<file path="src/design/cec_blr_pkg.sv">
// Shared types and timing constants for the CEC bit-level receiver.
`timescale 1ns / 1ps

package cec_blr_pkg;

    // Field widths
    localparam int TIME_W     = 16;
    localparam int SUM_W      = TIME_W + 1;
    localparam int BYTE_W     = 8;
    localparam int BITPOS_W   = 4;
    localparam int BYTE_IDX_W = 5;
    localparam int IN_DATA_W  = 16;
    localparam int OUT_DATA_W = 16;
    localparam int OUT_USER_W = 5;

    // Frame limits
    localparam int MAX_FRAME_BYTES = 16;

    // Timing windows in microseconds
    localparam int T_MARGIN          = 100;
    localparam int T_START_LOW_MIN   = 3500;
    localparam int T_START_LOW_MAX   = 3900;
    localparam int T_START_TOTAL_MAX = 5000 + T_MARGIN;
    localparam int T_DATA_TOTAL_MAX  = 2900 + T_MARGIN;
    localparam int T_BIT1_LOW_MAX    = 800;
    localparam int T_BIT0_LOW_MAX    = 1700;
    localparam int T_DATA_LOW_MAX    = 2750;
    localparam int T_LOW_DRIVE_LIMIT = 2400 * 14 / 10 - T_MARGIN;
    localparam int T_START_REJ_HIGH  = T_START_LOW_MAX + T_MARGIN * 5;
    localparam int T_START_REJ_LOW   = T_START_LOW_MIN - T_MARGIN * 6;
    localparam int T_DATA_REJ_LOW    = (T_BIT0_LOW_MAX > T_DATA_LOW_MAX) ?
                                       T_BIT0_LOW_MAX : T_DATA_LOW_MAX;
    localparam int T_BIT1_THRESHOLD  = T_BIT1_LOW_MAX + T_MARGIN;

    // Bit positions within a byte slot
    localparam logic [BITPOS_W-1:0] POS_LAST_DATA = BITPOS_W'(7);
    localparam logic [BITPOS_W-1:0] POS_EOM       = BITPOS_W'(8);
    localparam logic [BITPOS_W-1:0] POS_WRAP      = BITPOS_W'(10);

    localparam logic [BYTE_W-1:0] CDC_OPCODE = 8'hF8;

    // Receive phase
    typedef enum logic [2:0] {
        PH_IDLE  = 3'b001,
        PH_START = 3'b010,
        PH_DATA  = 3'b100
    } rx_phase_t;

    // One pin event
    typedef struct packed {
        logic              level_high;
        logic [TIME_W-1:0] elapsed_us;
    } pin_event_t;

    // One received byte with flags
    typedef struct packed {
        logic [BYTE_W-1:0]     data_byte;
        logic                  end_of_message;
        logic                  acked;
        logic                  broadcast;
        logic                  spurious;
        logic [BYTE_IDX_W-1:0] byte_index;
        logic                  cdc_frame;
        logic                  message_complete;
    } rx_byte_t;

endpackage

</file>
<file path="src/design/cec_blr_in_stage.sv">
// Input register holding one pin event until the decoder consumes it.
`timescale 1ns / 1ps

module cec_blr_in_stage (
    input  logic                   clk,
    input  logic                   rst_n,
    input  logic                   s_tvalid,
    output logic                   s_tready,
    input  logic                   s_tdata_level,
    input  logic [15:0]            s_tdata_time,
    input  logic                   advance,
    output logic                   held_valid,
    output cec_blr_pkg::pin_event_t held_event
);
    import cec_blr_pkg::*;

    logic       valid_reg;
    logic       valid_next;
    pin_event_t event_reg;

    // Take a new request when empty or when the held one moves on
    assign s_tready   = !valid_reg || advance;
    assign valid_next = s_tvalid ? 1'b1 : (valid_reg && !advance);

    always_ff @(posedge clk or negedge rst_n)
    begin
        if (!rst_n)
        begin
            valid_reg <= 1'b0;
        end
        else if (s_tready)
        begin
            valid_reg <= valid_next;
        end
    end

    // Capture payload on accept
    always_ff @(posedge clk)
    begin
        if (s_tvalid && s_tready)
        begin
            event_reg.level_high <= s_tdata_level;
            event_reg.elapsed_us <= s_tdata_time;
        end
    end

    assign held_valid = valid_reg;
    assign held_event = event_reg;

endmodule

</file>
<file path="src/design/cec_blr_decoder.sv">
// Receive state and per-event bit timing decode.
`timescale 1ns / 1ps

module cec_blr_decoder (
    input  logic                    clk,
    input  logic                    rst_n,
    input  logic                    step,
    input  cec_blr_pkg::pin_event_t evt,
    output logic                    res_hit,
    output cec_blr_pkg::rx_byte_t   res
);
    import cec_blr_pkg::*;

    rx_phase_t             phase_reg,      phase_next;
    logic                  prev_level_reg, prev_level_next;
    logic [TIME_W-1:0]     low_time_reg,   low_time_next;
    logic [BITPOS_W-1:0]   bit_pos_reg,    bit_pos_next;
    logic [BYTE_W-1:0]     shift_reg,      shift_next;
    logic                  eom_bit_reg,    eom_bit_next;
    logic                  eom_seen_reg,   eom_seen_next;
    logic [BYTE_IDX_W-1:0] frame_bytes_reg, frame_bytes_next;
    logic                  bcast_reg,      bcast_next;
    logic                  cdc_reg,        cdc_next;

    logic [SUM_W-1:0]  total_time;
    logic [TIME_W-1:0] us_min;
    logic              bit_val;
    logic              too_long;

    assign total_time = {1'b0, low_time_reg} + {1'b0, evt.elapsed_us};
    assign us_min     = (evt.elapsed_us > TIME_W'(T_MARGIN)) ?
                        evt.elapsed_us - TIME_W'(T_MARGIN) : '0;
    assign bit_val    = (low_time_reg < TIME_W'(T_BIT1_THRESHOLD));
    assign too_long   = (total_time > SUM_W'(T_DATA_TOTAL_MAX));

    // Work out the next state and any finished byte
    always_comb
    begin
        phase_next       = phase_reg;
        prev_level_next  = evt.level_high;
        low_time_next    = low_time_reg;
        bit_pos_next     = bit_pos_reg;
        shift_next       = shift_reg;
        eom_bit_next     = eom_bit_reg;
        eom_seen_next    = eom_seen_reg;
        frame_bytes_next = frame_bytes_reg;
        bcast_next       = bcast_reg;
        cdc_next         = cdc_reg;
        res_hit          = 1'b0;
        res              = '0;

        case (phase_reg)
            PH_START:
            begin
                eom_seen_next = 1'b0;
                if (prev_level_reg)
                begin
                    // End of start bit: accept or drop
                    if (evt.level_high || total_time > SUM_W'(T_START_TOTAL_MAX))
                    begin
                        phase_next = PH_IDLE;
                    end
                    else
                    begin
                        phase_next       = PH_DATA;
                        bit_pos_next     = '0;
                        shift_next       = '0;
                        eom_bit_next     = 1'b0;
                        frame_bytes_next = '0;
                        bcast_next       = 1'b0;
                        cdc_next         = 1'b0;
                    end
                end
                else if (us_min > TIME_W'(T_START_REJ_HIGH))
                begin
                    phase_next = PH_IDLE;
                end
                else if (us_min < TIME_W'(T_START_REJ_LOW))
                begin
                    phase_next = PH_IDLE;
                end
                else
                begin
                    low_time_next = evt.elapsed_us;
                end
            end

            PH_DATA:
            begin
                if (prev_level_reg)
                begin
                    // Falling edge ends a data bit
                    if (bit_pos_reg <= POS_LAST_DATA)
                    begin
                        shift_next[~bit_pos_reg[2:0]] = shift_reg[~bit_pos_reg[2:0]] | bit_val;
                    end
                    else if (bit_pos_reg == POS_EOM)
                    begin
                        eom_bit_next = bit_val;
                    end
                    else
                    begin
                        // Acknowledge slot: emit the byte
                        if (frame_bytes_reg == '0)
                        begin
                            bcast_next = &shift_reg[3:0];
                        end
                        if (frame_bytes_reg == BYTE_IDX_W'(1) && shift_reg == CDC_OPCODE)
                        begin
                            cdc_next = 1'b1;
                        end
                        res_hit              = 1'b1;
                        res.data_byte        = shift_reg;
                        res.end_of_message   = eom_bit_reg;
                        res.acked            = (bcast_next == bit_val);
                        res.broadcast        = bcast_next;
                        res.spurious         = eom_seen_reg;
                        res.byte_index       = frame_bytes_reg;
                        res.cdc_frame        = cdc_next;
                        res.message_complete = eom_bit_reg &&
                                               (frame_bytes_reg >= BYTE_IDX_W'(2));
                        if (frame_bytes_reg < BYTE_IDX_W'(MAX_FRAME_BYTES))
                        begin
                            frame_bytes_next = frame_bytes_reg + BYTE_IDX_W'(1);
                        end
                        if (frame_bytes_next >= BYTE_IDX_W'(MAX_FRAME_BYTES))
                        begin
                            eom_seen_next = 1'b1;
                        end
                    end
                    bit_pos_next = bit_pos_reg + BITPOS_W'(1);

                    if ((evt.level_high || too_long) && !eom_bit_next)
                    begin
                        eom_seen_next = 1'b0;
                        phase_next    = evt.level_high ? PH_IDLE : PH_START;
                    end
                    else if (bit_pos_next >= POS_WRAP)
                    begin
                        if (eom_bit_next)
                        begin
                            eom_seen_next = 1'b1;
                            if (evt.level_high)
                            begin
                                phase_next = PH_IDLE;
                            end
                        end
                        bit_pos_next = '0;
                        shift_next   = '0;
                        eom_bit_next = 1'b0;
                    end
                end
                else
                begin
                    // Rising edge ends the low period: check for overlong drive
                    low_time_next = evt.elapsed_us;
                    if (evt.elapsed_us >= TIME_W'(T_LOW_DRIVE_LIMIT))
                    begin
                        phase_next = PH_IDLE;
                    end
                    else if (us_min > TIME_W'(T_DATA_REJ_LOW))
                    begin
                        phase_next = PH_IDLE;
                    end
                end
            end

            default:
            begin
                eom_seen_next = 1'b0;
                if (!evt.level_high)
                begin
                    phase_next = PH_START;
                end
            end
        endcase
    end

    // Advance state on each consumed event
    always_ff @(posedge clk or negedge rst_n)
    begin
        if (!rst_n)
        begin
            phase_reg       <= PH_IDLE;
            prev_level_reg  <= 1'b1;
            low_time_reg    <= '0;
            bit_pos_reg     <= '0;
            shift_reg       <= '0;
            eom_bit_reg     <= 1'b0;
            eom_seen_reg    <= 1'b0;
            frame_bytes_reg <= '0;
            bcast_reg       <= 1'b0;
            cdc_reg         <= 1'b0;
        end
        else if (step)
        begin
            phase_reg       <= phase_next;
            prev_level_reg  <= prev_level_next;
            low_time_reg    <= low_time_next;
            bit_pos_reg     <= bit_pos_next;
            shift_reg       <= shift_next;
            eom_bit_reg     <= eom_bit_next;
            eom_seen_reg    <= eom_seen_next;
            frame_bytes_reg <= frame_bytes_next;
            bcast_reg       <= bcast_next;
            cdc_reg         <= cdc_next;
        end
    end

endmodule

</file>
<file path="src/design/cec_blr_out_stage.sv">
// Output register presenting one received byte to the downstream side.
`timescale 1ns / 1ps

module cec_blr_out_stage (
    input  logic                  clk,
    input  logic                  rst_n,
    input  logic                  load,
    input  cec_blr_pkg::rx_byte_t res,
    output logic                  slot_free,
    output logic                  m_tvalid,
    input  logic                  m_tready,
    output logic [15:0]           m_tdata,
    output logic [4:0]            m_tuser,
    output logic                  m_tlast
);
    import cec_blr_pkg::*;

    logic     valid_reg;
    logic     valid_next;
    rx_byte_t byte_reg;

    // Free when empty or being drained this cycle
    assign slot_free  = !valid_reg || m_tready;
    assign valid_next = load || (valid_reg && !m_tready);

    always_ff @(posedge clk or negedge rst_n)
    begin
        if (!rst_n)
        begin
            valid_reg <= 1'b0;
        end
        else
        begin
            valid_reg <= valid_next;
        end
    end

    // Hold the byte until taken
    always_ff @(posedge clk)
    begin
        if (load)
        begin
            byte_reg <= res;
        end
    end

    assign m_tvalid = valid_reg;
    assign m_tdata  = {3'b000, byte_reg.byte_index, byte_reg.data_byte};
    assign m_tuser  = {byte_reg.message_complete, byte_reg.cdc_frame, byte_reg.spurious,
                       byte_reg.broadcast, byte_reg.acked};
    assign m_tlast  = byte_reg.end_of_message;

endmodule

</file>
<file path="src/design/cec_bit_level_receiver_top.sv">
// Top level of the CEC bit-level receiver.
`timescale 1ns / 1ps

// Takes one CEC pin event per request (new line level on s_tuser, microseconds
// since the previous event on s_tdata) and decodes start bit, data bits, EOM and
// ACK against the standard timing windows, including the 3260 us low-drive abort.
// After each ACK bit one byte request leaves on the master side with its flags;
// other events produce nothing. An event passes through an input register, is
// decoded combinationally against the receive state and lands in the output
// register, so one event is taken every clock cycle unless the input stalls, and
// a byte is offered on the master side from the output register once the event
// that ends its ACK bit has been decoded. Only a full output register that is
// not being drained stalls the input, and only for an event that completes a byte.
// Frame byte positions saturate at 16.

module cec_bit_level_receiver_top (
    input  logic        clk,
    input  logic        rst_n,
    input  logic        s_tvalid,
    output logic        s_tready,
    input  logic [15:0] s_tdata,   // [15:0] elapsed_us
    input  logic        s_tuser,   // [0] level_high
    output logic        m_tvalid,
    input  logic        m_tready,
    output logic [15:0] m_tdata,   // [7:0] data_byte, [12:8] byte_index, [15:13] zero
    output logic [4:0]  m_tuser,   // [0] acked, [1] broadcast, [2] spurious,
                                   // [3] cdc_frame, [4] message_complete
    output logic        m_tlast    // end_of_message
);
    import cec_blr_pkg::*;

    logic       held_valid;
    pin_event_t held_event;
    logic       res_hit;
    rx_byte_t   res;
    logic       slot_free;
    logic       advance;

    // Move the held event on unless it yields a byte with nowhere to go
    assign advance = held_valid && (!res_hit || slot_free);

    cec_blr_in_stage u_in_stage (
        .clk           (clk),
        .rst_n         (rst_n),
        .s_tvalid      (s_tvalid),
        .s_tready      (s_tready),
        .s_tdata_level (s_tuser),
        .s_tdata_time  (s_tdata),
        .advance       (advance),
        .held_valid    (held_valid),
        .held_event    (held_event)
    );

    cec_blr_decoder u_decoder (
        .clk     (clk),
        .rst_n   (rst_n),
        .step    (advance),
        .evt     (held_event),
        .res_hit (res_hit),
        .res     (res)
    );

    cec_blr_out_stage u_out_stage (
        .clk       (clk),
        .rst_n     (rst_n),
        .load      (advance && res_hit),
        .res       (res),
        .slot_free (slot_free),
        .m_tvalid  (m_tvalid),
        .m_tready  (m_tready),
        .m_tdata   (m_tdata),
        .m_tuser   (m_tuser),
        .m_tlast   (m_tlast)
    );

endmodule
</file>
<file path="config.mk">
export PLATFORM = sky130hd
export DESIGN_NAME = cec_bit_level_receiver_top
export DESIGN_NICKNAME = d
export VERILOG_FILES = /design/src/design/cec_blr_pkg.sv /design/src/design/cec_blr_in_stage.sv /design/src/design/cec_blr_decoder.sv /design/src/design/cec_blr_out_stage.sv /design/src/design/cec_bit_level_receiver_top.sv
export SDC_FILE = /design/constraint.sdc
export NUM_CORES = 1
export LEC_CHECK = 0
export BUFFER_PORTS_ARGS = -buffer_cell sky130_fd_sc_hd__buf_2
export CORE_ASPECT_RATIO = 1.25
export CORE_MARGIN = 4
export CORE_UTILIZATION = 61
export CTS_CLUSTER_DIAMETER = 60
export CTS_CLUSTER_SIZE = 40
export DETAILED_ROUTE_END_ITERATION = 7
export PLACE_DENSITY_LB_ADDON = 0.1
export SLEW_MARGIN = 20
export SYNTH_ARGS = -nofsm -noshare
export SYNTH_HDL_FRONTEND = slang
export SYNTH_SLANG_ARGS = --single-unit
</file>
<file path="constraint.sdc">
create_clock -name clk -period 4.75 [get_ports clk]
set_input_delay 0.475 -clock clk [delete_from_list [all_inputs] [get_ports clk]]
set_output_delay 0.475 -clock clk [all_outputs]
set_load 0.01 [all_outputs]
</file>
==> results.json, run 1 <==
{
  "fmax_mhz": 265,
  "synth_most_common_cell": "nor2_1",
  "area_delta_synth_final_pct": 8.45,
  "pin_count": 45,
  "status": "completed",
  "synth_top_area_share_pct": 20.6,
  "rsz0062_at_grt": "false",
  "regArea_um2": 2160,
  "num_antenna_cells": 0,
  "ys_types": 81,
  "power.leakage_nw": 2.45,
  "slowest_delay_ns": 0.47,
  "worstSetupPathType": "flip-flop to flip-flop",
  "cp.required_ns": 4.99,
  "worst_setup_path_end_kind": "flip-flop",
  "place_inst": 662,
  "synth_area_leaders": "edfxtp_1 21%, dfrtp_1 20%, ha_1 6.0%",
  "fp.dieH_um": 112,
  "antenna_left": 0,
  "grt_pass1_wl_mm": 20.0,
  "root_buffer": "clkbuf_8",
  "stdcell_count": 678,
  "finalMaxSlewViolations": 0,
  "crit_family": "compound AO/OA/AOI/OAI gates",
  "clockBufferDepth": 2,
  "die_w_um": 90.9,
  "dp_hpwl_mm": 9.05,
  "drt_iter0_markers": 194,
  "cp_cell_sequence": "ha_1, fa_1, a211oi_1, o21bai_1, a221oi_1, o41a_1, o211ai_1, a2111oi_2, nor2_2, nor2b_1, a221o_1",
  "drive_gt1_share_pct": 16.5,
  "ir_worst_vdd_uv": 252,
  "postCtsSetupRepairBufs": 0,
  "ctsHoldBuffers": 0,
  "max_slew_margin_pct": 35.3,
  "maxCapViolCount": 0,
  "synth_area_um2": 5240,
  "clkTransAtPathRegs_ns": 0.09,
  "final_nets": 623,
  "fin_ws_ns": 0.980,
  "core-area_um2": 8290,
  "synth_edf_count": 36,
  "place_congestion": 0.929,
  "yosysSeqAreaShare_pct": 41.2,
  "skew_ns": 0.0144,
  "post-route-drc-count": 0,
  "synthArstFlopShare_pct": 54.4,
  "cts.sinks": 79,
  "post_drt_wl_per_cell_um": 17.6,
  "cp-start-kind": "flip-flop",
  "path_max_fanout": 10,
  "avgSynthCellArea_um2": 9.69,
  "h-tree-depth": 3,
  "num_rows": 37,
  "yosysTopAreaCell": "edfxtp_1",
  "antenna_found_initial": 0,
  "largest_reg_flops": 17,
  "cts_buffers": 9,
  "die_area_um2": 10200,
  "final_util_pct": 68.6,
  "setup_viol": 0,
  "yosys-top-cells-count": "50 x nor2_1, 48 x nand2_1, 41 x dfrtp_1, 36 x edfxtp_1, 28 x o21ai_0",
  "fin_setup_tns_ns": 0,
  "numPortBuffers": 41,
  "routed_wirelength_mm": 11.9,
  "multiInputGateArea_um2": 2890,
  "drt_pass1_iterations": 6,
  "synth_cells": 541,
  "synthFlopType": "dfrtp_1",
  "cts_tree": "done",
  "finalHoldViolations": 0,
  "grt_max_degree": 44,
  "post-place-ws_ns": 1.04,
  "grt_overflow": 0,
  "yosysWarnings": 0,
  "fin_crit_sh_pct": 79.4,
  "power_density_nw_per_um2": 399,
  "vias": 4326,
  "initial_core_util_pct": 63.3,
  "hp-class": "input port to async pin",
  "period_minus_slack_ns": 3.77,
  "grt_pass1_vias": 4334,
  "fillers": 630,
  "worst_pin_slew_ns": 0.970,
  "slowest_stage": "edfxtp_1",
  "crit_arrival_ns": 4.01,
  "viasPerCell": 6.38,
  "insertion_delay_ns": 0.36,
  "cts_resized": 0,
  "cp.buffers_inverters": 0,
  "track_usage_pct": 24.0,
  "synth_seq_cells": 79
}
[layout make-up]
class                           instances  area share [%]
Inverter                               22            1.45
Sequential cell                        79            38.0
Clock buffer                           13            3.19
Tap cell                               97            2.13
Clock inverter                          3           0.352
Timing Repair Buffer                   45            4.14
Multi-Input combinational cell        419            50.8
[per-stage QoR]
| step | power (mW) | cell area (um2) | hold slack (ns) |
|---|---|---|---|
| after floorplan | 1.56 | 5250 | 0.179 |
| after detailed placement | 1.76 | 5490 | 0.472 |
| after global routing | 2.42 | 5690 | 0.265 |
| after global placement | 1.73 | 5490 | 0.462 |
| final | 2.27 | 5690 | 0.262 |
| after CTS | 2.27 | 5690 | 0.274 |
[path summary, 6_finish.rpt]
check | endpoint | startpoint | slack (ns) | cells after the start
min | u_decoder.low_time_reg[5] | rst_n | 0.26 | 1
max | u_decoder.bit_pos_reg[2] | u_in_stage.held_event[0] | 0.98 | 11
min in group clk | u_in_stage.held_event[14] | s_tdata[14] | 0.29 | 1
max in group asynchronous | u_decoder.shift_reg[2] | rst_n | 3.87 | 1
min reg2reg | u_decoder.cdc_reg | u_decoder.cdc_reg | 0.49 | 2
max reg2reg | u_decoder.bit_pos_reg[2] | u_in_stage.held_event[0] | 0.98 | 11
[power breakdown]
group	switching [mW]	internal (mW)	leakage, nW
clock	0.244	0.255	0.105
sequential	0.104	0.806	0.940
combinational	0.504	0.356	1.41
[placed cells by master, fill, tap and decap left out, drive strengths merged, types with 11 or more instances in the layout]
| cell | n |
|---|---|
| nor2 | 51 |
| nand2 | 48 |
| buf | 45 |
| dfrtp | 41 |
| edfxtp | 36 |
| o21ai | 30 |
| a21oi | 26 |
| ha | 25 |
| inv | 24 |
| nor3 | 22 |
| mux2 | 17 |
| a211oi | 14 |
| clkbuf | 13 |
| nand2b | 12 |
| a21o | 12 |
| and2 | 11 |
[worst register-to-register path, delay by kind of cell (launching register included)]
kind / cells / cell delay (ns)
flops: 1 / 0.47
fa+ha+maj: 2 / 0.69
compound gates: 7 / 2.10
simple gates: 2 / 0.39
[cells by family after synthesis]
group,Yosys count,synth area share [%]
DFF,79,41.2
muxes,24,5.82
buffers and inverters,45,3.91
adders and majority gates,26,6.35
AOI/OAI and AO/OA,153,21.1
other,1,0.0715
xor gates and xnor gates,14,2.34
and+or+nand+nor,199,19.2
[per-layer routing]
metal	up-vias	GRT usage [%]	part of all wire (%)	wire length, um
li1	2101	-	-	-
met1	2035	26.0	39	4600
met2	152	43.9	53	6340
met3	38	4.93	4.7	560
met4	0	11.7	3.4	410
met5	-	0	0	0
Note: power is estimated with default switching activity, not from simulation.
==> run 2, diff against run 1 <==
clock period = 3.5 ns   (was 4.75 ns; I/O delays follow)
==> run 2 against run 1 <==
  * Combinational power grew 53%
  * Critical path depth rose by 1
  * Non-clock buffer count up 33
  * First-iteration DRC count fell by 12%
  * Sequential cell count unchanged
  * Die area unchanged
  * Fmax grew 13%
  * Register-to-register slack got worse by 0.81 ns
  * Wire length grew 6.5%
  * Clock skew shrank 0.0070 ns
  * Cell count grew 4.9%
  * Sequential share of layout area is 2.4 points lower
  * Critical endpoint is now u_decoder.shift_reg[6]
  * Largest cell class unchanged
==> results.json, run 2 (synthesis gave the netlist of run 1 again) <==
{
  "status": "completed",
  "slowest_stage": "edfxtp_1",
  "area_delta_synth_final_pct": 15.7,
  "worstRegToRegCells": 12,
  "clockBufferDepth": 2,
  "p_comb_share_pct": 37.7,
  "fp.dieH_um": 112,
  "place_congestion": 0.897,
  "crit_path_end": "u_decoder.shift_reg[6]",
  "crit_family": "compound AO/OA/AOI/OAI gates",
  "worst_setup_path_end_kind": "flip-flop",
  "viasPerCell": 6.33,
  "multiInputGateArea_um2": 2930,
  "grt_pass1_wl_mm": 20.2,
  "pwr-share-seq_pct": 35.0,
  "r2r-end": "u_decoder.shift_reg[6]",
  "intPower_mw": 2.26,
  "regArea_um2": 2160,
  "stdcell_count": 711,
  "insertion_delay_ns": 0.36,
  "drive_gt1_share_pct": 22.8,
  "final_nets": 656,
  "cts.sinks": 79,
  "cp_cell_sequence": "buf_4, ha_1, o211ai_1, o211ai_1, mux2_2, a2111o_1, nor3_1, a31oi_1, a31oi_2, buf_6, nor3b_2, a22o_1",
  "track_usage_pct": 24.9,
  "finalHoldViolations": 0,
  "drt_pass1_iterations": 5,
  "cp.depth": 12,
  "hp-class": "input port to async pin",
  "dp_hpwl_mm": 9.58,
  "layout_common_cells": "50 x nor2_1, 48 x nand2_1, 42 x buf_2, 41 x dfrtp_1, 36 x edfxtp_1",
  "cp.required_ns": 3.75,
  "cts_buffers": 9,
  "maxCapViolCount": 0,
  "path_max_fanout": 10,
  "switching_share_pct": 34.9,
  "period_minus_slack_ns": 3.33,
  "layout_commonest_cell": "nor2_1",
  "power_density_nw_per_um2": 571,
  "place_inst": 692,
  "cp.buffers_inverters": 2,
  "reg2reg_from": "u_in_stage.held_event[3]",
  "initial_core_util_pct": 63.3,
  "cp-start-kind": "flip-flop",
  "num_rows": 37,
  "fmax_mhz": 300,
  "clkTransAtPathRegs_ns": 0.08,
  "root_buffer": "clkbuf_8",
  "largest_reg_flops": 17,
  "slowest_delay_ns": 0.48,
  "pin_count": 45,
  "clkPwrFrac_pct": 27.3,
  "cts_tree": "done",
  "grt_overflow": 0,
  "core-area_um2": 8290,
  "grt_pass1_vias": 4285,
  "final_util_pct": 73.2,
  "post_drt_wl_per_cell_um": 17.8,
  "cp_common_cell": "o211ai_1",
  "crit_arrival_ns": 3.58,
  "post-route-drc-count": 0,
  "report.power.total_mw": 3.47,
  "fin_setup_tns_ns": 0,
  "numPortBuffers": 41,
  "die_area_um2": 10200,
  "antenna_found_initial": 0,
  "fillers": 603,
  "worstSetupPathType": "flip-flop to flip-flop",
  "num_antenna_cells": 0,
  "finalMaxSlewViolations": 0,
  "ir_worst_vdd_uv": 466,
  "drt_iter0_markers": 170,
  "routed_wirelength_mm": 12.7,
  "power.leakage_nw": 2.67,
  "vias": 4498,
  "worst_pin_slew_ns": 0.999,
  "max_slew_margin_pct": 33.4,
  "h-tree-depth": 3,
  "setup_viol": 0,
  "critPathLaunch": "u_in_stage.held_event[3]",
  "skew_ns": 0.00742,
  "fin_crit_sh_pct": 95.1,
  "p_switching_mw": 1.21,
  "die_w_um": 90.9,
  "antenna_left": 0,
  "timing.reg2reg.setup_slack_ns": 0.17,
  "grt_max_degree": 44
}
-- run 2: layout make-up --
cell class                      count  area share (%)
Multi-Input combinational cell    419            48.4
Sequential cell                    79            35.6
Timing Repair Buffer               78            7.98
Clock buffer                       10            2.45
Clock inverter                      6            2.27
Tap cell                           97            2.00
Inverter                           22            1.36
-- run 2: metal layers --
layer	global-route usage, %	vias up	wire, um
li1	-	2163	-
met1	27.2	2140	4780
met2	46.2	149	6860
met3	4.59	46	578
met4	11.0	0	468
met5	0	-	0
-- run 2: power by group through the flow --
stage	combinational (mW)	clock [mW]	sequential, mW
2_1_floorplan	0.925	0	1.19
3_3_place_gp	1.20	0	1.23
3_5_place_dp	1.23	0	1.23
4_1_cts	1.24	0.952	1.21
5_1_grt	1.44	0.998	1.23
6_report	1.31	0.947	1.21
-- run 2: timing repair --
action | 4_1_cts | 5_1_grt
hold buffers | 0 | 0
endpoints found under the setup margin | 0 | 23
buffers inserted | 0 | 2
resized for setup | 0 | 10
-- run 2: worst min-delay path by stage --
stage                            startpoint                   endpoint  cells after the start
after floorplan                       rst_n        u_decoder.bcast_reg                      0
after global placement    u_decoder.cdc_reg          u_decoder.cdc_reg                      2
after detailed placement  u_decoder.cdc_reg          u_decoder.cdc_reg                      2
after CTS                        s_tdata[7]   u_in_stage.held_event[7]                      1
after global routing                s_tuser  u_in_stage.held_event[16]                      1
final                                 rst_n  u_decoder.low_time_reg[1]                      1
-- run 2: through the flow --
stage / instance area (um2) / hold WS (ns) / setup slack, ns
floorplan: 5250 / 0.0544 / 0.124
global placement: 5710 / 0.463 / 0.0888
detailed placement: 5710 / 0.478 / 0.0332
CTS: 6000 / 0.142 / 0.0128
global route: 6070 / 0.136 / -0.0271
finish: 6070 / 0.138 / 0.172
==> run 3, diff against run 2 <==
REMOVE_ABC_BUFFERS = 1   (was unset)
==> run 3 against run 2 <==
  * Hold slack worse by 0.0032 ns
  * Core utilization grew 0.30 points
  * Register-to-register slack lost 0.03 ns
  * Wire length up 1.7%
  * Clock skew increased by 0.0081 ns
  * Clock power decreased by 26%
  * Critical endpoint is now u_decoder.shift_reg[5]
  * Highest routed layer unchanged
==> results.json, run 3 (synthesis gave the netlist of run 1 again) <==
{
  "status": "completed",
  "fin_setup_tns_ns": 0,
  "r2r-end": "u_decoder.shift_reg[5]",
  "max_slew_margin_pct": 35.0,
  "drive_gt1_share_pct": 24.2,
  "cp.required_ns": 3.77,
  "post_drt_wl_per_cell_um": 18.0,
  "cts_buffers": 9,
  "power.leakage_nw": 2.66,
  "setup_viol": 0,
  "drt_pass1_iterations": 4,
  "drt_iter0_markers": 194,
  "grt_pass1_wl_mm": 21.2,
  "grt_max_degree": 44,
  "clkTransAtPathRegs_ns": 0.08,
  "fmax_mhz": 297,
  "die_area_um2": 10200,
  "core-area_um2": 8290,
  "holdWs_ns": 0.134,
  "worstSetupPathType": "flip-flop to flip-flop",
  "area_delta_synth_final_pct": 16.2,
  "num_rows": 37,
  "worst_pin_slew_ns": 0.976,
  "grt_overflow": 0,
  "cts.sinks": 79,
  "clockBufferDepth": 2,
  "timing.reg2reg.setup_slack_ns": 0.14,
  "viasPerCell": 6.24,
  "initial_core_util_pct": 63.3,
  "skew_ns": 0.0155,
  "crit_family": "compound AO/OA/AOI/OAI gates",
  "cp-start-kind": "flip-flop",
  "fillers": 598,
  "final_util_pct": 73.5,
  "path_max_fanout": 9,
  "ir_worst_vdd_uv": 416,
  "crit_arrival_ns": 3.63,
  "num_antenna_cells": 0,
  "layout_commonest_cell": "nor2_1",
  "cp_cell_sequence": "ha_1, buf_4, and3_1, a22oi_1, o211ai_1, or3_1, nor3_1, a31oi_1, a31oi_2, buf_4, buf_4, a21oi_1, o21ai_0",
  "grt_pass1_vias": 4585,
  "power_density_nw_per_um2": 538,
  "hp-class": "input port to async pin",
  "routed_wirelength_mm": 12.9,
  "pin_count": 45,
  "largest_reg_flops": 17,
  "die_w_um": 90.9,
  "antenna_left": 0,
  "insertion_delay_ns": 0.37,
  "ctsHoldBuffers": 0,
  "fp.dieH_um": 112,
  "antenna_found_initial": 0,
  "place_congestion": 0.940,
  "cp_common_cell": "buf_4",
  "cts_tree": "done",
  "maxCapViolCount": 0,
  "dp_hpwl_mm": 9.71,
  "worst_setup_path_end_kind": "flip-flop",
  "worstRegToRegCells": 13,
  "final_nets": 662,
  "finalMaxSlewViolations": 0,
  "fin_crit_sh_pct": 96.1,
  "slowest_delay_ns": 0.47,
  "layout_common_cells": "50 x nor2_1, 48 x nand2_1, 41 x buf_2, 41 x buf_4, 41 x dfrtp_1",
  "root_buffer": "clkbuf_8",
  "track_usage_pct": 25.5,
  "reg2reg_from": "u_in_stage.held_event[6]",
  "period_minus_slack_ns": 3.36,
  "vias": 4473,
  "cp.buffers_inverters": 3,
  "post-route-drc-count": 0,
  "h-tree-depth": 3,
  "numPortBuffers": 41,
  "finalHoldViolations": 0,
  "slowest_stage": "edfxtp_1"
}
## run 3: metal layers
layer | vias up | GRT usage [%] | part of all wire [%]
met5 | - | 0 | 0
met4 | 0 | 11.9 | 3.0
met3 | 32 | 2.84 | 2.8
met2 | 114 | 49.8 | 56
met1 | 2156 | 26.6 | 38
li1 | 2171 | - | -
## run 3: per-stage QoR
step	area (um2)	setup slack, ns	power [mW]	std cells
2_1_floorplan	5130	-0.525	2.11	520
3_3_place_gp	5750	0.0762	2.45	697
3_5_place_dp	5750	-0.0796	2.48	697
4_1_cts	5970	0.00200	3.20	713
5_1_grt	6090	-0.00516	3.47	717
6_report	6090	0.137	3.28	717
## run 3: what timing repair did
action / CTS / global route
setup endpoints to repair: 9 / 33
buffers inserted: 0 / 3
gates resized for setup: 2 / 14
pin swaps: 0 / 7
cloned: 0 / 1
## run 3: area by class of cell
type	count	area [um2]	area share, %
multi-input combinational	419	2980	48.8
tap	97	121	1.99
timing repair buffer	84	544	8.93
clock buffer	12	176	2.90
inverter	22	82.6	1.36
sequential	79	2160	35.4
clock inverter	4	33.8	0.554
## run 3: worst max-delay path by stage
stage | start | to | slack [ns] | cells past startpoint
floorplan | u_in_stage.held_event[0] | u_decoder.bit_pos_reg[2] | -0.52 | 11
global placement | u_in_stage.held_event[0] | u_decoder.bit_pos_reg[2] | 0.08 | 11
detailed placement | u_in_stage.held_event[0] | u_decoder.bit_pos_reg[3] | -0.08 | 11
CTS | u_in_stage.held_event[0] | u_decoder.bit_pos_reg[3] | 0.002 | 11
global route | u_in_stage.held_event[7] | u_decoder.shift_reg[5] | -0.005 | 14
finish | u_in_stage.held_event[6] | u_decoder.shift_reg[5] | 0.14 | 13
## run 3: report_power, final
part	switching, mW	internal [mW]
clock	0.357	0.345
sequential	0.121	1.09
combinational	0.758	0.605
total	1.24	2.04
## run 3: worst reg2reg max path: stages (launching register included)
cell and delay, ns:
edfxtp_1 0.47, ha_1 0.37, buf_4 0.16, and3_1 0.24, a22oi_1 0.19, o211ai_1 0.13, or3_1 0.42, nor3_1 0.24
a31oi_1 0.16, a31oi_2 0.30, buf_4 0.20, buf_4 0.16, a21oi_1 0.05, o21ai_0 0.19
